**config.mk**
```make
export PLATFORM = sky130hd
export DESIGN_NAME = two_level_page_table_walker
export DESIGN_NICKNAME = d
export VERILOG_FILES = /design/src/hw/rtl/ptw_pkg.sv /design/src/hw/rtl/two_level_page_table_walker.sv
export SDC_FILE = /design/constraint.sdc
export NUM_CORES = 1
export LEC_CHECK = 0
export ABC_AREA = 1
export ABC_CLOCK_PERIOD_IN_PS = 7200
export BUFFER_PORTS_ARGS = -buffer_cell sky130_fd_sc_hd__buf_2
export CORE_ASPECT_RATIO = 1.4
export CORE_MARGIN = 2
export CORE_UTILIZATION = 63
export CTS_BUF_LIST = sky130_fd_sc_hd__clkbuf_2
export CTS_CLUSTER_DIAMETER = 50
export DETAILED_ROUTE_END_ITERATION = 12
export PLACE_DENSITY = 0.88
export SYNTH_ARGS = -nofsm -noshare
export SYNTH_HDL_FRONTEND = slang
export SYNTH_SLANG_ARGS = --single-unit
```
**constraint.sdc**
```tcl
create_clock -name clk -period 7.2 [get_ports clk]
set_input_delay 0.72 -clock clk [delete_from_list [all_inputs] [get_ports clk]]
set_output_delay 0.72 -clock clk [all_outputs]
set_load 0.02 [all_outputs]
```
**src/hw/rtl/ptw_pkg.sv**
```systemverilog
// ----------------------------------------------------------------------------
// ptw_pkg
// Types and constants of the two-level page table walker: command, result
// and status codes, entry flag bits, walk phases and the result record.
// ----------------------------------------------------------------------------
`timescale 1ns / 1ps
`default_nettype none

package ptw_pkg;

    localparam int PAGE_BITS  = 12;
    localparam int INDEX_BITS = 10;
    localparam int FRAME_BITS = 32 - PAGE_BITS;

    // Input command codes
    typedef enum logic [1:0] {
        CMD_XLATE = 2'd0,
        CMD_MAP   = 2'd1,
        CMD_UNMAP = 2'd2,
        CMD_RESP  = 2'd3
    } cmd_t;

    // Result kinds
    typedef enum logic [1:0] {
        KIND_READ  = 2'd0,
        KIND_WRITE = 2'd1,
        KIND_DONE  = 2'd2
    } kind_t;

    // Completion status
    typedef enum logic [1:0] {
        ST_OK      = 2'd0,
        ST_NOT_PRS = 2'd1,
        ST_NO_MEM  = 2'd2
    } status_t;

    // Walk phase, one-hot
    typedef enum logic [2:0] {
        PH_IDLE      = 3'b001,
        PH_WAIT_DIR  = 3'b010,
        PH_WAIT_LEAF = 3'b100
    } phase_t;

    // Entry flag bits
    localparam logic [PAGE_BITS-1:0] ENT_PRESENT = 12'h001;
    localparam logic [PAGE_BITS-1:0] ENT_WRITE   = 12'h002;
    localparam logic [PAGE_BITS-1:0] ENT_USER    = 12'h004;
    localparam logic [PAGE_BITS-1:0] ENT_PAT     = 12'h080;
    localparam logic [PAGE_BITS-1:0] ENT_GLOBAL  = 12'h100;

    // One input item
    typedef struct packed {
        cmd_t                  cmd;
        logic [31:0]           vaddr;
        logic [FRAME_BITS-1:0] target_frame;
        logic                  want_write;
        logic                  want_user;
        logic                  want_wc;
        logic [FRAME_BITS-1:0] spare_frame;
        logic                  spare_ok;
        logic [31:0]           read_data;
    } item_t;

    // One result item
    typedef struct packed {
        kind_t       kind;
        logic [31:0] mem_addr;
        logic [31:0] mem_wdata;
        logic [31:0] xlat_addr;
        status_t     status;
        logic        last;
    } res_t;

    function automatic res_t mk_res(kind_t k, logic [31:0] addr, logic [31:0] wdata,
                                    logic [31:0] pa, status_t st);
        res_t r;
        r.kind      = k;
        r.mem_addr  = addr;
        r.mem_wdata = wdata;
        r.xlat_addr = pa;
        r.status    = st;
        r.last      = 1'b0;
        return r;
    endfunction

endpackage

`default_nettype wire

```
**src/hw/rtl/two_level_page_table_walker.sv**
```systemverilog
// ----------------------------------------------------------------------------
// two_level_page_table_walker
// Walks a two-level 32-bit page table in external memory for translate, map
// and unmap requests, issuing entry reads and writes as result requests.
// ----------------------------------------------------------------------------
// A request is registered on entry, then handled in combinational logic that
// writes all of its results (up to three) into a small output queue, from
// which they leave one per cycle unless the output stalls. A new request is
// taken as soon as the queue drains to its last waiting result, so the
// sustained rate is one request per cycle when each gives at most one result
// and the output does not stall; a map that installs a directory entry
// occupies the output for its three results. A walk spans several requests:
// a command issues the directory read, and the following memory read
// responses (cmd 3) continue it; commands that arrive mid-walk and responses
// that arrive while idle are dropped without results.
`timescale 1ns / 1ps
`default_nettype none

module two_level_page_table_walker
(
    input  wire logic         clk,
    input  wire logic         rst_n,
    // configuration: page directory frame
    input  wire logic         cfg_we,
    input  wire logic [19:0]  cfg_wdata,
    // request stream
    input  wire logic         s_axis_tvalid,
    output logic              s_axis_tready,
    // tdata: vaddr[31:0], target_frame[51:32], want_write[52], want_user[53],
    //        want_wc[54], spare_frame[74:55], spare_ok[75], read_data[107:76]
    input  wire logic [111:0] s_axis_tdata,
    // tuser: cmd[1:0]
    input  wire logic [1:0]   s_axis_tuser,
    // result stream
    output logic              m_axis_tvalid,
    input  wire logic         m_axis_tready,
    // tdata: mem_addr[31:0], mem_wdata[63:32], xlat_addr[95:64], status[97:96]
    output logic [103:0]      m_axis_tdata,
    // tuser: kind[1:0]
    output logic [1:0]        m_axis_tuser,
    output logic              m_axis_tlast
);
    import ptw_pkg::*;

    // configuration
    logic [FRAME_BITS-1:0] dir_base_frame_reg;

    // input register
    logic  in_valid_reg;
    item_t in_item_reg;
    item_t s_item;

    // walk state
    phase_t                phase_reg, phase_next;
    cmd_t                  op_kind_reg, op_kind_next;
    logic [31:0]           saved_vaddr_reg, saved_vaddr_next;
    logic [FRAME_BITS-1:0] saved_frame_reg, saved_frame_next;
    logic [2:0]            saved_flags_reg, saved_flags_next;
    logic [FRAME_BITS:0]   saved_spare_reg, saved_spare_next;

    // output queue
    res_t       res_reg [3];
    logic [1:0] res_cnt_reg;
    res_t       batch [3];
    logic [1:0] batch_n;

    logic pop;
    logic load;
    logic s_fire;

    logic [FRAME_BITS-1:0] tbl_frame;
    logic [PAGE_BITS-1:0]  leaf_fl;
    logic                  present;
    logic [31:0]           dir_addr_saved;
    logic [31:0]           leaf_addr;

    // unpack request
    assign s_item.cmd          = cmd_t'(s_axis_tuser);
    assign s_item.vaddr        = s_axis_tdata[31:0];
    assign s_item.target_frame = s_axis_tdata[51:32];
    assign s_item.want_write   = s_axis_tdata[52];
    assign s_item.want_user    = s_axis_tdata[53];
    assign s_item.want_wc      = s_axis_tdata[54];
    assign s_item.spare_frame  = s_axis_tdata[74:55];
    assign s_item.spare_ok     = s_axis_tdata[75];
    assign s_item.read_data    = s_axis_tdata[107:76];

    // handshake control: step when the queue is empty after this cycle
    assign pop           = m_axis_tvalid && m_axis_tready;
    assign load          = in_valid_reg && ((res_cnt_reg == 2'd0) ||
                                            ((res_cnt_reg == 2'd1) && pop));
    assign s_axis_tready = !in_valid_reg || load;
    assign s_fire        = s_axis_tvalid && s_axis_tready;

    // entry addresses and leaf flags
    assign present        = in_item_reg.read_data[0];
    assign dir_addr_saved = {dir_base_frame_reg,
                             saved_vaddr_reg[31 -: INDEX_BITS], 2'b00};
    assign leaf_addr      = {tbl_frame,
                             saved_vaddr_reg[PAGE_BITS +: INDEX_BITS], 2'b00};

    always_comb
    begin
        leaf_fl = ENT_PRESENT;
        if (saved_flags_reg[0])
        begin
            leaf_fl = leaf_fl | ENT_WRITE;
        end
        if (saved_flags_reg[1])
        begin
            leaf_fl = leaf_fl | ENT_USER;
        end
        else
        begin
            leaf_fl = leaf_fl | ENT_GLOBAL;
        end
        if (saved_flags_reg[2])
        begin
            leaf_fl = leaf_fl | ENT_PAT;
        end
    end

    // table frame: from the directory entry, or the spare frame on a fresh map
    always_comb
    begin
        if (op_kind_reg == CMD_MAP && !present)
        begin
            tbl_frame = saved_spare_reg[FRAME_BITS-1:0];
        end
        else
        begin
            tbl_frame = in_item_reg.read_data[31:PAGE_BITS];
        end
    end

    // one walk step: next state and the results of the registered request
    always_comb
    begin
        phase_next       = phase_reg;
        op_kind_next     = op_kind_reg;
        saved_vaddr_next = saved_vaddr_reg;
        saved_frame_next = saved_frame_reg;
        saved_flags_next = saved_flags_reg;
        saved_spare_next = saved_spare_reg;
        batch_n          = 2'd0;
        for (int i = 0; i < 3; i++)
        begin
            batch[i] = mk_res(KIND_READ, 32'd0, 32'd0, 32'd0, ST_OK);
        end

        unique case (phase_reg)
            PH_IDLE:
            begin
                if (in_item_reg.cmd != CMD_RESP)
                begin
                    op_kind_next     = in_item_reg.cmd;
                    saved_vaddr_next = in_item_reg.vaddr;
                    saved_frame_next = in_item_reg.target_frame;
                    saved_flags_next = {in_item_reg.want_wc, in_item_reg.want_user,
                                        in_item_reg.want_write};
                    saved_spare_next = {in_item_reg.spare_ok, in_item_reg.spare_frame};
                    batch[0] = mk_res(KIND_READ,
                                      {dir_base_frame_reg,
                                       in_item_reg.vaddr[31 -: INDEX_BITS], 2'b00},
                                      32'd0, 32'd0, ST_OK);
                    batch_n    = 2'd1;
                    phase_next = PH_WAIT_DIR;
                end
            end
            PH_WAIT_DIR:
            begin
                if (in_item_reg.cmd == CMD_RESP)
                begin
                    phase_next = PH_IDLE;
                    priority if (op_kind_reg == CMD_XLATE)
                    begin
                        if (!present)
                        begin
                            batch[0] = mk_res(KIND_DONE, 32'd0, 32'd0, 32'd0, ST_NOT_PRS);
                        end
                        else
                        begin
                            batch[0]   = mk_res(KIND_READ, leaf_addr, 32'd0, 32'd0, ST_OK);
                            phase_next = PH_WAIT_LEAF;
                        end
                        batch_n = 2'd1;
                    end
                    else if (op_kind_reg == CMD_MAP)
                    begin
                        priority if (present)
                        begin
                            batch[0] = mk_res(KIND_WRITE, leaf_addr,
                                              {saved_frame_reg, leaf_fl}, 32'd0, ST_OK);
                            batch[1] = mk_res(KIND_DONE, 32'd0, 32'd0, 32'd0, ST_OK);
                            batch_n  = 2'd2;
                        end
                        else if (!saved_spare_reg[FRAME_BITS])
                        begin
                            batch[0] = mk_res(KIND_DONE, 32'd0, 32'd0, 32'd0, ST_NO_MEM);
                            batch_n  = 2'd1;
                        end
                        else
                        begin
                            batch[0] = mk_res(KIND_WRITE, dir_addr_saved,
                                              {tbl_frame, ENT_PRESENT | ENT_WRITE | ENT_USER},
                                              32'd0, ST_OK);
                            batch[1] = mk_res(KIND_WRITE, leaf_addr,
                                              {saved_frame_reg, leaf_fl}, 32'd0, ST_OK);
                            batch[2] = mk_res(KIND_DONE, 32'd0, 32'd0, 32'd0, ST_OK);
                            batch_n  = 2'd3;
                        end
                    end
                    else
                    begin
                        if (present)
                        begin
                            batch[0] = mk_res(KIND_WRITE, leaf_addr, 32'd0, 32'd0, ST_OK);
                            batch[1] = mk_res(KIND_DONE, 32'd0, 32'd0, 32'd0, ST_OK);
                            batch_n  = 2'd2;
                        end
                        else
                        begin
                            batch[0] = mk_res(KIND_DONE, 32'd0, 32'd0, 32'd0, ST_OK);
                            batch_n  = 2'd1;
                        end
                    end
                end
            end
            PH_WAIT_LEAF:
            begin
                if (in_item_reg.cmd == CMD_RESP)
                begin
                    phase_next = PH_IDLE;
                    if (!present)
                    begin
                        batch[0] = mk_res(KIND_DONE, 32'd0, 32'd0, 32'd0, ST_NOT_PRS);
                    end
                    else
                    begin
                        batch[0] = mk_res(KIND_DONE, 32'd0, 32'd0,
                                          {in_item_reg.read_data[31:PAGE_BITS],
                                           saved_vaddr_reg[PAGE_BITS-1:0]}, ST_OK);
                    end
                    batch_n = 2'd1;
                end
            end
            default:
            begin
                phase_next = PH_IDLE;
            end
        endcase

        // mark the final result of this request
        if (batch_n != 2'd0)
        begin
            batch[batch_n - 2'd1].last = 1'b1;
        end
    end

    // configuration register
    always_ff @(posedge clk or negedge rst_n)
    begin
        if (!rst_n)
        begin
            dir_base_frame_reg <= '0;
        end
        else if (cfg_we)
        begin
            dir_base_frame_reg <= cfg_wdata;
        end
    end

    // input register: hold the request until it is stepped
    always_ff @(posedge clk or negedge rst_n)
    begin
        if (!rst_n)
        begin
            in_valid_reg <= 1'b0;
        end
        else if (s_fire)
        begin
            in_valid_reg <= 1'b1;
        end
        else if (load)
        begin
            in_valid_reg <= 1'b0;
        end
    end

    always_ff @(posedge clk)
    begin
        if (s_fire)
        begin
            in_item_reg <= s_item;
        end
    end

    // walk state: advance on each step
    always_ff @(posedge clk or negedge rst_n)
    begin
        if (!rst_n)
        begin
            phase_reg       <= PH_IDLE;
            op_kind_reg     <= CMD_XLATE;
            saved_vaddr_reg <= '0;
            saved_frame_reg <= '0;
            saved_flags_reg <= '0;
            saved_spare_reg <= '0;
        end
        else if (load)
        begin
            phase_reg       <= phase_next;
            op_kind_reg     <= op_kind_next;
            saved_vaddr_reg <= saved_vaddr_next;
            saved_frame_reg <= saved_frame_next;
            saved_flags_reg <= saved_flags_next;
            saved_spare_reg <= saved_spare_next;
        end
    end

    // output queue count
    always_ff @(posedge clk or negedge rst_n)
    begin
        if (!rst_n)
        begin
            res_cnt_reg <= 2'd0;
        end
        else if (load)
        begin
            res_cnt_reg <= batch_n;
        end
        else if (pop)
        begin
            res_cnt_reg <= res_cnt_reg - 2'd1;
        end
    end

    // output queue entries: load a batch or shift toward the head
    always_ff @(posedge clk)
    begin
        if (load)
        begin
            res_reg[0] <= batch[0];
            res_reg[1] <= batch[1];
            res_reg[2] <= batch[2];
        end
        else if (pop)
        begin
            res_reg[0] <= res_reg[1];
            res_reg[1] <= res_reg[2];
        end
    end

    // drive the result stream from the queue head
    assign m_axis_tvalid = (res_cnt_reg != 2'd0);
    assign m_axis_tuser  = res_reg[0].kind;
    assign m_axis_tlast  = res_reg[0].last;
    assign m_axis_tdata  = {6'd0, res_reg[0].status, res_reg[0].xlat_addr,
                            res_reg[0].mem_wdata, res_reg[0].mem_addr};

    // the queue never holds more than one request's results
    assert property (@(posedge clk) disable iff (!rst_n)
        res_cnt_reg != 2'd3 || !res_reg[0].last)
        else $error("final result of a request is not at the queue tail");

    // the last waiting result carries tlast
    assert property (@(posedge clk) disable iff (!rst_n)
        (m_axis_tvalid && res_cnt_reg == 2'd1) |-> m_axis_tlast)
        else $error("last queued result without tlast");

    // a done result always ends its request
    assert property (@(posedge clk) disable iff (!rst_n)
        (m_axis_tvalid && m_axis_tuser == KIND_DONE) |-> m_axis_tlast)
        else $error("done result not marked last");

    // a pending read request means a walk is waiting for its response
    assert property (@(posedge clk) disable iff (!rst_n)
        (m_axis_tvalid && m_axis_tuser == KIND_READ) |-> (phase_reg != PH_IDLE))
        else $error("read request issued while the walker is idle");

endmodule

`default_nettype wire
```
After elaboration in Yosys (flattened, before gate mapping):

Memory sizes are Yosys's and may differ from the RTL's.
Cells that the tools add are included.

* flip-flop bits (word level): 214
* RAM bits: 303
* input port bits: 139
* output and inout port bits: 109
* memories kept: 1

* add/subtract/negate cells: 2
* magnitude comparators: 2
* eq/ne operators: 10
* muxes and demuxes: 51
* bitwise operators: 3
* reduce and logical (&&, ||, !) cells: 18

Memory list
* res_reg: depth 3, bits a word 101, rd ports 3, clocked after Yosys merged registers in 0, wr ports 3, RTL line two_level_page_table_walker.sv:62 `res_t res_reg [3];`

Operator list (number)
* 101-bit two-way mux: 10
* 202-bit two-way mux: 4
* 303-bit two-way mux: 2
* 303-bit bitwise mux: 1
* 101-bit case mux with 3 select lines: 1
* 101-bit demux with 2-bit select: 1
* 201-bit two-way mux: 1
* 99-bit two-way mux: 1
* 35-bit two-way mux: 1
* 20-bit two-way mux: 1
* 2-bit two-way mux: 9
* 3-bit two-way mux: 5
* 1-bit two-way mux: 10
* 9-bit two-way mux: 1
* 3-bit case mux with 3 select lines: 1
* 8-bit two-way mux: 1
* 2-bit != test (second input constant): 4
* 2-bit nonzero test: 4
* 1-bit logical AND: 6
* 2-bit case mux with 3 select lines: 1
* 2-bit by 1-bit equality test with 1-bit output (second input constant): 2
* 2-bit logical NOT: 2
* 4-bit AND reduction: 1
* 2-bit by 1-bit subtractor with 2-bit output (second input constant): 2
* 11 further kinds: 14

Logic depth before layout (Yosys ltp):

Gate-level depths: netlist (run 1).

* depth after elaboration: 15
* gate-level depth with buffers: 11
* depth with buffers taken out: 10

Worst setup path before layout (run 1):

OpenSTA, ideal clock, no wires.

* path type: input-to-reg
* start point: input port m_axis_tready
* end point: memory res_reg[0][0] (netlist bit) (enable)
* setup time: 503 ps
* arrival time: 3879 ps
* data required time: 6697 ps
* slack: 2818 ps
* stages on the path: 4
* path buffers: 0
* cell sequence: inv_1 > nor2_1 > a21oi_1 > inv_1

RTL lines
* start, declared: RTL line two_level_page_table_walker.sv:36 `input wire logic m_axis_tready,`
* end, declared: RTL line two_level_page_table_walker.sv:62

Worst setup path in the final report (run 1):

* start point: register phase_reg[0]
* end point: register saved_frame_reg[5]

* longest elaborated chain between the ends: 2

Ends and longest elaborated chain
* start, declared: RTL line two_level_page_table_walker.sv:54 `phase_t phase_reg, phase_next;`
* start signal, assigned: RTL line two_level_page_table_walker.sv:312 `phase_reg <= phase_next;`
* 3-bit by 1-bit equality test with 1-bit output: RTL line two_level_page_table_walker.sv:151 `unique case (phase_reg)`
* 3-bit AND reduction (no line)
* end signal, assigned: RTL line two_level_page_table_walker.sv:315 `saved_frame_reg <= saved_frame_next;`
* end, declared: RTL line two_level_page_table_walker.sv:57 `logic [FRAME_BITS-1:0] saved_frame_reg, saved_frame_next;`

Every way passes these cells.
A chain may end at the register's enable or synchronous reset.

==> results of run 1 <==
==> through the flow <==
step           power [W]  hold WS (ns)  utilization  setup slack (ns)
2_1_floorplan   0.005122        0.4244            -             2.818
3_3_place_gp    0.005400        0.4544       0.6610             3.834
3_5_place_dp    0.005503        0.4593       0.6610             3.744
5_1_grt         0.007147     -0.006351       0.7223             3.360
6_report        0.006753       0.06837       0.7223             3.598
4_1_cts         0.006741     0.0002482       0.7216             3.713
==> area by class of cell <==
class	count	area share
Clock buffer	128	0.03686
Sequential cell	354	0.5819
Multi-Input combinational cell	871	0.2152
Timing Repair Buffer	303	0.1109
Tap cell	310	0.02232
Inverter	133	0.02916
Antenna cell	3	0.0004320
Clock inverter	15	0.003240
==> timing repair <==
action | 4_1_cts | 5_1_grt
endpoints found under the hold margin | 120 | 1
setup buffers | 0 | 0
endpoints found under the setup margin | 0 | 0
hold buffers | 76 | 1
==> kinds of logic (layout without fill, tap and decap cells) <==
| kind of cell | Yosys count | after routing | synth area share |
|---|---|---|---|
| other | 1 | 18 | 0.0002427 |
| DFF | 354 | 354 | 0.6544 |
| AOI/OAI and AO/OA | 152 | 152 | 0.04940 |
| and+or+nand+nor | 702 | 702 | 0.1869 |
| adders and majority gates | 2 | 2 | 0.001619 |
| buffers and inverters | 316 | 579 | 0.1075 |
==> worst max-delay path, cell delays in order, from the launching register on <==
cell	delay, ns
dfstp_2	0.58
inv_2	0.05
nor2_1	0.08
nand3_1	0.72
inv_2	0.80
nand2_4	0.26
buf_4	0.55
nor2_1	0.25
a21oi_1	0.06
==> worst paths after layout <==
check | from | to | depth (start not counted) | slack, ns
worst max-delay path | phase_reg[0] | saved_frame_reg[5] | 8 | 3.60
worst min-delay path | s_axis_tdata[105] | in_item_reg[29] | 1 | 0.07
worst max register to register | phase_reg[0] | saved_frame_reg[5] | 8 | 3.60
worst min register to register | in_item_reg[94] | saved_vaddr_reg[18] | 2 | 0.45
max in group asynchronous | rst_n | saved_spare_reg[20] | 3 | 5.43
min in group asynchronous | rst_n | saved_spare_reg[19] | 2 | 0.46
==> per-layer routing <==
metal	global-route usage	vias to the layer above	wire (µm)
met2	0.4840	663	18660
met3	0.05489	116	2992
li1	-	5338	-
met5	0	-	0
met1	0.3476	5416	13370
met4	0.1679	0	1806
==> where the power goes <==
part / switching (W) / internal, W / total (W) / leakage [nW]
clock: 0.000756 / 0.000461 / 0.00122 / 0.555
sequential: 0.000259 / 0.00307 / 0.00333 / 3.65
combinational: 0.00165 / 0.000555 / 0.00220 / 4.09
==> synth_stat cells (all sizes together) <==
cell type	n
dfrtp	103
buf	160
edfxtp	250
nand4	10
o21ai	87
nor3	7
a211oi	1
inv	132
nor2	145
nand2	437
nand3	97
nand3b	5
ha	2
nor4	1
clkbuf	23
conb	1
a21oi	64
dfstp	1
clkinv	1
==> results by group, run 1 <==
Placement
  • DP Cell Count: 1,894
  • DPL Wire Length: ~22,000 µm
  • DP Area: ~0.016 mm²
  • GPL Wtd Cong: 0.8431
  • Port Buffer Count: 217

Finish
  • Most frequent cells in the layout: 431 x nand2_1, 250 x edfxtp_1, 216 x buf_2
  • Sequential Area: 0.01011 mm²
  • Layout overhead on the synthesized area: 12.47%
  • Largest register FFs: 151
  • Commonest non-fill, non-tap cell in the layout: nand2_1
  • Fin nets: 1,883
  • Non-filler cells, final: 2,117
  • Fraction of layout cells with a size suffix above 1: 0.2162
  • Area of the multi-input gates: 0.003740 mm²
  • Design area: 0.01738 mm²
  • Fillers: 1,644

Clock network
  • Skew-Pair Late Insertion Delay: ~0.86 ns
  • H-Tree Depth: 3
  • Gates resized, CTS repair: 0
  • TritonCTS clock tree: built
  • CTS root buf: clkbuf_2
  • # clock sinks: 354
  • Reg clk slew, reported paths: 0.10 ns
  • CTS Buf Count: 79
  • Clock Tree Buf Depth: 3

Timing
  • Worst rel slew slack: 0.1600
  • Least-Margin Pin Slew: 1.257 ns
  • Fmax achieved: between 200 and 300 MHz
  • Setup TNS Final: 0 ns
  • # setup viols final: 0
  • RSZ-0062 raised after global routing: false
  • Tcrit/Tclk final: 0.5003
  • Slew Viols, Final: 0
  • Minimum clock period: 3.602 ns
  • Worst clock skew: 0.07511 ns
  • Final Hold Fails: 0

Worst setup path
  • CP endpoint kind: register
  • CP Launch Type: register
  • Crit path DAT: 4.25 ns
  • Crit Path Class: register to register
  • Worst Path Required: 7.84 ns
  • Critical path fanouts, max: ~120

Floorplanning
  • Num rows: between 60 and 70
  • Die X: 136.4 µm
  • Core area: 0.02406 mm²
  • Initial Util: 0.6422
  • Die height: 189.3 µm
  • I/O Pins: 248
  • Die ar.: about 0.026 mm²

Yosys
  • Cells after Synth: around 1,500
  • Synth warn: 0
  • Flops & latches, synth: 354
  • Synthesized area: 0.01545 mm²
  • Area share of the largest cell type after synthesis: 0.4859
  • Synth unique cells: 29
  • Syn Area/Cell: 10.12 µm²
  • Seq/Total Area, Yosys: 0.6544
  • Dominant cells by area after synthesis: edfxtp_1 49%, dfrtp_1 17%, nand2_1 10%, buf_4 5.2%, nor2_1 3.2%
  • Largest area contributor in the netlist: edfxtp_1

GRT
  • Largest net degree at the start of global routing: roughly 120
  • All-Layer GR Usage: 0.2889
  • Initial antenna violation count: 3
  • First-pass GRT wire length: 56,910 µm
  • Number of global-route vias before repair: 11,404
  • GRT overflow: 0

Route
  • Via density: 5.448
  • First-pass DRT Iterations: 6
  • Avg WL per Cell: ~17 µm
  • Vias: 11,533
  • Drc violations: 0
  • DRT antenna net count: 0
  • WL final: 36,820 µm
  • Initial DRC count: 924

Status
  • Outcome: completed

Min path
  • Min-delay worst type: input pin to register

Power and ir drop
  • Power Density: 388.6 mW/mm²
  • Worst VDD drop: about 270 µV
  • Leakage dissipation: 8.296 nW

Flow run
  • Max_cap viols: 0
Power figures use the tool's default switching activity.
==> run 2, diff against run 1 <==
ABC_AREA = 0   (was 1)
ABC_CLOCK_PERIOD_IN_PS = 3500   (was 7200)
CORE_UTILIZATION = 58   (was 63)
PLACE_DENSITY = 0.82   (was 0.88)
clock period = 3.5 ns   (was 7.2 ns; I/O delays follow)
==> run 2 against run 1 <==
  * Via count is 21% lower
  * Sequential power is 110% higher
  * Sequential share of layout area is 0.46 points higher
  * Die area is 2.1% higher
  * Register-to-register slack worse by 2.8 ns
  * Flip-flop and latch count stayed put
  * Utilization is 2.4 points lower
  * Critical path depth is 1 lower
  * Critical path type unchanged
==> results by group, run 2 <==
Status
  • Outcome: completed

Placement
  • GPL Wtd Cong: 0.8358 (-0.87%)
  • Port Buffer Count: 217 (unchanged)
  • DPL Wire Length: 19,040 µm (-13%)
  • DP Cell Count: 1,363 (-28%)

Worst setup path
  • Critical path fanouts, max: 51 (-57%)
  • CP endpoint kind: register
  • Crit path DAT: 3.32 ns (-0.93 ns)
  • Worst Path Required: 4.10 ns (-3.74 ns)
  • Crit-path slowest cell: nand2b_2
  • CP peak stage delay: 0.61 ns (-0.19 ns)
  • Cell family contributing the most delay on the critical path: simple AND/OR/NAND/NOR gates
  • Worst path bufs/invs: 2 (-1)
  • CP Cell Sequence: inv_1 -> ha_1 -> nor2b_1 -> nand2b_2 -> o21ai_2 -> buf_4 -> a32oi_1
  • CP Launch Type: register
  • Crit Path Class: register to register

Yosys
  • Seq/Total Area, Yosys: 0.6957 (+0.04135)
  • Cell with the most instances after synthesis: edfxtp_1
  • Flops & latches, synth: 354 (unchanged)
  • Synth warn: 0 (unchanged)
  • Top cells by count, synth: 250 x edfxtp_1, 109 x buf_4, 103 x dfrtp_1
  • Async S/R FF share, synth: 0.2938 (unchanged)
  • Area share of the largest cell type after synthesis: 0.5166 (+0.03070)
  • Cells after Synth: 958 (-37%)
  • Synth unique cells: 54 (+86%)
  • Synth Flop Type: edfxtp_1
  • EDFF count, synth: 250 (unchanged)
  • Syn Area/Cell: 15.17 µm² (+50%)
  • Largest area contributor in the netlist: edfxtp_1
  • Dominant cells by area after synthesis: edfxtp_1 52%, dfrtp_1 18%, mux2_2 6.9%, buf_4 5.6%, and3_1 2.0%
  • Synthesized area: 0.01453 mm² (-5.9%)

Power and ir drop
  • Sw frac: 0.3537 (-0.04067)
  • Switching power total: 0.004958 W (+86%)
  • Pint: 0.009060 W (+120%)
  • Worst VDD drop: 525.7 µV (+93%)
  • Power Density: 813.1 mW/mm² (+110%)
  • Clk pwr share: 0.190 (+0.010)
  • Logic pwr share: 0.301 (-0.025)
  • Reg power frac: 0.509 (+0.016)
  • Leakage dissipation: 7.299 nW (-12%)

Finish
  • Commonest non-fill, non-tap cell in the layout: edfxtp_1
  • Most frequent cells in the layout: 250 x edfxtp_1, 216 x buf_2, 138 x clkbuf_2
  • Fin nets: 1,395 (-26%)
  • Largest register FFs: 151 (unchanged)
  • Util after Layout: 0.6987 (-0.02361)
  • Fraction of layout cells with a size suffix above 1: 0.3741 (+0.1579)
  • Layout overhead on the synthesized area: 18.62%
  • Non-filler cells, final: 1,636 (-23%)

GRT
  • Initial antenna violation count: 3 (unchanged)
  • GRT overflow: 0 (unchanged)
  • Largest net degree at the start of global routing: 79 (-34%)
  • First-pass GRT wire length: 49,630 µm (-13%)
  • All-Layer GR Usage: 0.2544 (-0.03449)
  • Number of global-route vias before repair: 9,482 (-17%)

Floorplanning
  • Core area: 0.02467 mm² (+2.6%)
  • Num rows: 68 (+1.5%)
  • Initial Util: 0.5890 (-0.05321)
  • Die X: 137.8 µm (+1.0%)
  • I/O Pins: 248 (unchanged)
  • Die ar.: 0.02636 mm² (+2.1%)
  • Die height: 191.3 µm (+1.1%)

Timing
  • Least-Margin Pin Slew: 1.015 ns (-0.2414 ns)
  • Setup TNS Final: 0 ns (unchanged)
  • Worst rel slew slack: 0.3230 (+0.1630)
  • Tcrit/Tclk final: 0.7762 (+0.2759)
  • Fmax achieved: 368.1 MHz (+33%)
  • Slew Viols, Final: 0 (unchanged)
  • Minimum clock period: 2.717 ns (-0.8853 ns)
  • Min Hold Slack: 0.09217 ns (+0.02380 ns)
  • # setup viols final: 0 (unchanged)
  • Worst clock skew: 0.06586 ns (-0.009254 ns)
  • Final Hold Fails: 0 (unchanged)
  • RSZ-0062 raised after global routing: false

Clock network
  • Hold-fix buffers, CTS: 122 (+61%)
  • Skew-Pair Late Insertion Delay: 0.89 ns (+0.03 ns)
  • CTS root buf: clkbuf_2
  • Clock Tree Buf Depth: 3 (unchanged)
  • Reg clk slew, reported paths: 0.13 ns (+0.03 ns)
  • # clock sinks: 354 (unchanged)
  • H-Tree Depth: 3 (unchanged)
  • TritonCTS clock tree: built
  • CTS Buf Count: 82 (+3.8%)
  • Gates resized, CTS repair: 0 (unchanged)
  • Setup bufs post-CTS: 0 (unchanged)

Route
  • WL final: 33,060 µm (-10%)
  • Initial DRC count: 573 (-38%)
  • First-pass DRT Iterations: 6 (unchanged)
  • Avg WL per Cell: 20.21 µm (+16%)
  • Via density: 5.592 (+2.6%)
  • Vias: 9,148 (-21%)
  • Drc violations: 0 (unchanged)
  • DRT antenna net count: 0 (unchanged)

Flow run
  • Max_cap viols: 0 (unchanged)

Min path
  • Min-delay worst type: input pin to register
-- run 2: cell count changes after synthesis, sizes merged, moves of 11 or more --
cell	change
a21oi	-48
a221o	+18
a32oi	+11
and2	+37
and3	+47
buf	-24
inv	-122
mux2	+98
nand2	-377
nand3	-95
nor2	-133
o21ai	-77
o31ai	+21
-- run 2: cells by family after synthesis --
group	count (synthesis)	synth area share
flip-flops	354	0.6957
AND/OR/NAND/NOR	193	0.07344
buffers and inverters	169	0.07533
AO/OA/AOI/OAI	131	0.06836
multiplexers	108	0.08515
adder cells (fa/ha/maj)	2	0.001722
other	1	0.0002580
-- run 2: power groups by stage --
stage | Sequential, W | Combinational, W | Clock [W]
5_1_grt | 0.00728 | 0.00451 | 0.00293
6_report | 0.00713 | 0.00422 | 0.00266
3_5_place_dp | 0.00719 | 0.00408 | 0
3_3_place_gp | 0.00712 | 0.00395 | 0
2_1_floorplan | 0.00697 | 0.00341 | 0
4_1_cts | 0.00711 | 0.00420 | 0.00272
-- run 2: final timing paths --
path / startpoint / endpoint / slack (ns) / cells past startpoint
hold reg to reg: in_item_reg[41] / saved_spare_reg[8] / 0.43 / 1
setup reg to reg: res_cnt_reg[0] / res_reg[0][69] / 0.78 / 7
max in group asynchronous: rst_n / saved_vaddr_reg[9] / 2.38 / 3
hold / removal: cfg_we / dir_base_frame_reg[8] / 0.09 / 2
setup / recovery: res_cnt_reg[0] / res_reg[0][69] / 0.78 / 7
min in group asynchronous: rst_n / saved_spare_reg[8] / 0.11 / 2
-- run 2: layer usage --
layer  track usage  routed length, µm
met5             0                  5
met4        0.1452               1315
met3       0.04773               2202
met2        0.4279              16950
met1        0.3062              12590
-- run 2: through the flow --
stage / cell area (µm²) / setup slack [ns] / power, W
4_1_cts: 17230 / 0.8104 / 0.01402
5_1_grt: 17240 / 0.6466 / 0.01472
3_5_place_dp: 15250 / 0.8567 / 0.01128
3_3_place_gp: 15250 / 0.9327 / 0.01107
6_report: 17240 / 0.7833 / 0.01402
2_1_floorplan: 14590 / 0.2153 / 0.01037
-- run 2: final cells by class --
class	count	area, µm²
Tap cell	315	394.1
Clock inverter	10	65.06
Timing Repair Buffer	357	2507
Multi-Input combinational cell	449	3426
Inverter	10	37.54
Fill cell	1638	7435
Antenna cell	3	7.507
Clock buffer	138	690.7
Sequential cell	354	10110
==> run 3, diff against run 2 <==
ABC_CLOCK_PERIOD_IN_PS = 2400   (was 3500)
CORE_UTILIZATION = 53   (was 58)
PLACE_DENSITY = 0.79   (was 0.82)
clock period = 2.4 ns   (was 3.5 ns; I/O delays follow)
==> run 3 against run 2 <==
  * Cell count is 9.0% higher
  * First-iteration DRC count up 18%
  * Worst hold slack better by 0.016 ns
  * Clock skew is 0.031 ns higher
  * Fmax increased by 17%
  * Clock power is 45% higher
  * Critical path depth is 3 lower
  * Design area up 6.2%
  * Worst setup slack got worse by 0.70 ns
  * Global-route usage fell by 1.6 points
  * Non-clock buffer count increased by 92
==> results by group, run 3 (synthesis gave the netlist of run 2 again) <==
Floorplanning
  • Initial Util: 0.5399 (-0.04909)
  • Core area: 0.02692 mm² (+9.1%)
  • I/O Pins: 248 (unchanged)
  • Die X: 144.0 µm (+4.5%)
  • Die ar.: 0.02878 mm² (+9.2%)
  • Die height: 199.9 µm (+4.5%)
  • Num rows: 71 (+4.4%)

Min path
  • Min-delay worst type: input pin to register

Worst setup path
  • Crit-path slowest cell: o21ai_2
  • CP startpoint: phase_reg[2]
  • CP peak stage delay: 0.75 ns (+0.14 ns)
  • Flop2flop setup slack: 0.09 ns (-0.70 ns)
  • Crit path DAT: 2.89 ns (-0.43 ns)
  • CP Cell Sequence: nand2b_1 -> a21oi_1 -> o21ai_2 -> o31ai_1
  • CP Launch Type: register
  • Worst Path Required: 2.98 ns (-1.12 ns)
  • Critical path fanouts, max: 15 (-71%)
  • Cell family contributing the most delay on the critical path: compound AO/OA/AOI/OAI gates
  • CP Depth: 4 (-3)
  • R2R Path End: res_reg[0][90]
  • Crit Path Class: register to register
  • Worst path bufs/invs: 0 (-2)
  • Worst r2r path cells: 4 (-3)
  • Crit path capture: res_reg[0][90]
  • Worst r2r src: phase_reg[2]
  • CP endpoint kind: register

Finish
  • Design area: 0.01831 mm² (+6.2%)
  • Fraction of layout cells with a size suffix above 1: 0.3552 (-0.01883)
  • Util after Layout: 0.6801 (-0.01863)
  • Fin nets: 1,490 (+6.8%)
  • Most frequent cells in the layout: 250 x edfxtp_1, 216 x buf_2, 196 x dlygate4sd3_1
  • Layout overhead on the synthesized area: 25.96%
  • Commonest non-fill, non-tap cell in the layout: edfxtp_1
  • Largest register FFs: 151 (unchanged)
  • Fillers: 1,819 (+11%)

Timing
  • Least-Margin Pin Slew: 0.8596 ns (-0.1559 ns)
  • Min Hold Slack: 0.1081 ns (+0.01593 ns)
  • Worst rel slew slack: 0.4269 (+0.1039)
  • Minimum clock period: 2.312 ns (-0.4043 ns)
  • # setup viols final: 0 (unchanged)
  • Tcrit/Tclk final: 0.9635 (+0.1873)
  • Fmax achieved: 432.4 MHz (+17%)
  • Final Hold Fails: 0 (unchanged)
  • Worst clock skew: 0.09721 ns (+0.03135 ns)
  • Slew Viols, Final: 0 (unchanged)

Power and ir drop
  • Logic pwr share: 0.320 (+0.019)
  • Leakage dissipation: 7.712 nW (+5.7%)
  • Power Density: 1143 mW/mm² (+41%)
  • Worst VDD drop: 595.9 µV (+13%)
  • Reg power frac: 0.496 (-0.013)
  • Pint: 0.01352 W (+49%)
  • Clk pwr share: 0.184 (-0.006)
  • Switching power total: 0.007412 W (+49%)
  • Sw frac: 0.3541 (+0.0004476)

Placement
  • GPL Wtd Cong: 0.8215 (-1.7%)
  • Port Buffer Count: 217 (unchanged)
  • DP Area: 0.01553 mm² (+1.8%)
  • DPL Wire Length: 19,830 µm (+4.1%)

GRT
  • Initial antenna violation count: 2 (-1)
  • Largest net degree at the start of global routing: 105 (+33%)
  • GRT overflow: 0 (unchanged)
  • Number of global-route vias before repair: 9,718 (+2.5%)
  • First-pass GRT wire length: 51,760 µm (+4.3%)
  • All-Layer GR Usage: 0.2384 (-0.01592)

Route
  • Avg WL per Cell: 19.29 µm (-4.5%)
  • Vias: 9,489 (+3.7%)
  • Drc violations: 0 (unchanged)
  • First-pass DRT Iterations: 6 (unchanged)
  • WL final: 34,420 µm (+4.1%)
  • DRT antenna net count: 0 (unchanged)
  • Initial DRC count: 677 (+18%)
  • Via density: 5.319 (-4.9%)

Status
  • Outcome: completed

Clock network
  • CTS Buf Count: 84 (+2.4%)
  • # clock sinks: 354 (unchanged)
  • Clock Tree Buf Depth: 3 (unchanged)
  • Reg clk slew, reported paths: 0.11 ns (-0.02 ns)
  • TritonCTS clock tree: built
  • Skew-Pair Late Insertion Delay: 0.91 ns (+0.02 ns)
  • CTS root buf: clkbuf_2
  • H-Tree Depth: 3 (unchanged)

Flow run
  • Max_cap viols: 0 (unchanged)
[run 3: cell count changes in the layout (fill, tap and decap cells not counted), sizes merged]
cell         delta
buf            +18
clkbuf         -11
clkinv         +18
dlygate4sd3    +74
inv             -2
o21ai           +1
[run 3: worst min-delay path by stage]
stage	from	end	slack [ns]	depth (start not counted)
4_1_cts	s_axis_tdata[91]	in_item_reg[15]	0.0002	2
2_1_floorplan	rst_n	dir_base_frame_reg[0]	-0.06	0
6_report	s_axis_tdata[89]	in_item_reg[13]	0.11	2
3_5_place_dp	rst_n	saved_frame_reg[2]	0.38	2
5_1_grt	s_axis_tdata[33]	in_item_reg[57]	0.01	2
3_3_place_gp	rst_n	saved_frame_reg[3]	0.37	2
[run 3: power groups by stage]
stage	sequential (W)	combinational (W)	clock, W
final	0.0104	0.00670	0.00385
after global routing	0.0106	0.00718	0.00429
after CTS	0.0103	0.00661	0.00395
after detailed placement	0.0105	0.00627	0
after global placement	0.0104	0.00608	0
after floorplan	0.0101	0.00498	0
[run 3: through the flow]
step / cells / TNS, ns / power (W) / setup slack (ns)
2_1_floorplan: 972 / -0.02181 / 0.01509 / -0.02181
4_1_cts: 1778 / 0 / 0.02090 / 0.02475
6_report: 1784 / 0 / 0.02093 / 0.08754
3_5_place_dp: 1429 / 0 / 0.01675 / 0.1825
5_1_grt: 1783 / -0.01697 / 0.02207 / -0.01697
3_3_place_gp: 1429 / 0 / 0.01646 / 0.2583
[run 3: cell type report]
class,count,area [µm²],area share
Inverter,10,37.54,0.002051
Clock buffer,127,635.6,0.03472
Clock inverter,26,127.6,0.006972
Antenna cell,3,7.507,0.0004101
Multi-Input combinational cell,450,3458,0.1889
Sequential cell,354,10110,0.5524
Timing Repair Buffer,449,3471,0.1896
Tap cell,365,456.7,0.02495
[run 3: repair_timing]
item	CTS	global route
setup endpoints to repair	1	4
hold endpoints to repair	325	1
hold buffers	195	1
resized for setup	2	1
buffers inserted	1	1
pin swaps	1	2
cloned	0	1
[run 3: metal layers]
metal | wire length, µm | vias up | GRT usage
met5 | 0 | - | 0
met2 | 17870 | 420 | 0.4081
met3 | 2170 | 92 | 0.05081
met4 | 1240 | 0 | 0.1173
met1 | 13140 | 4679 | 0.2869
li1 | - | 4298 | -
[run 3: worst reg2reg max path: cells and delay by family, from the launching register on]
family,cells,cell delay (ns)
compound gates,3,1.16
flops,1,0.52
simple gates,1,0.30
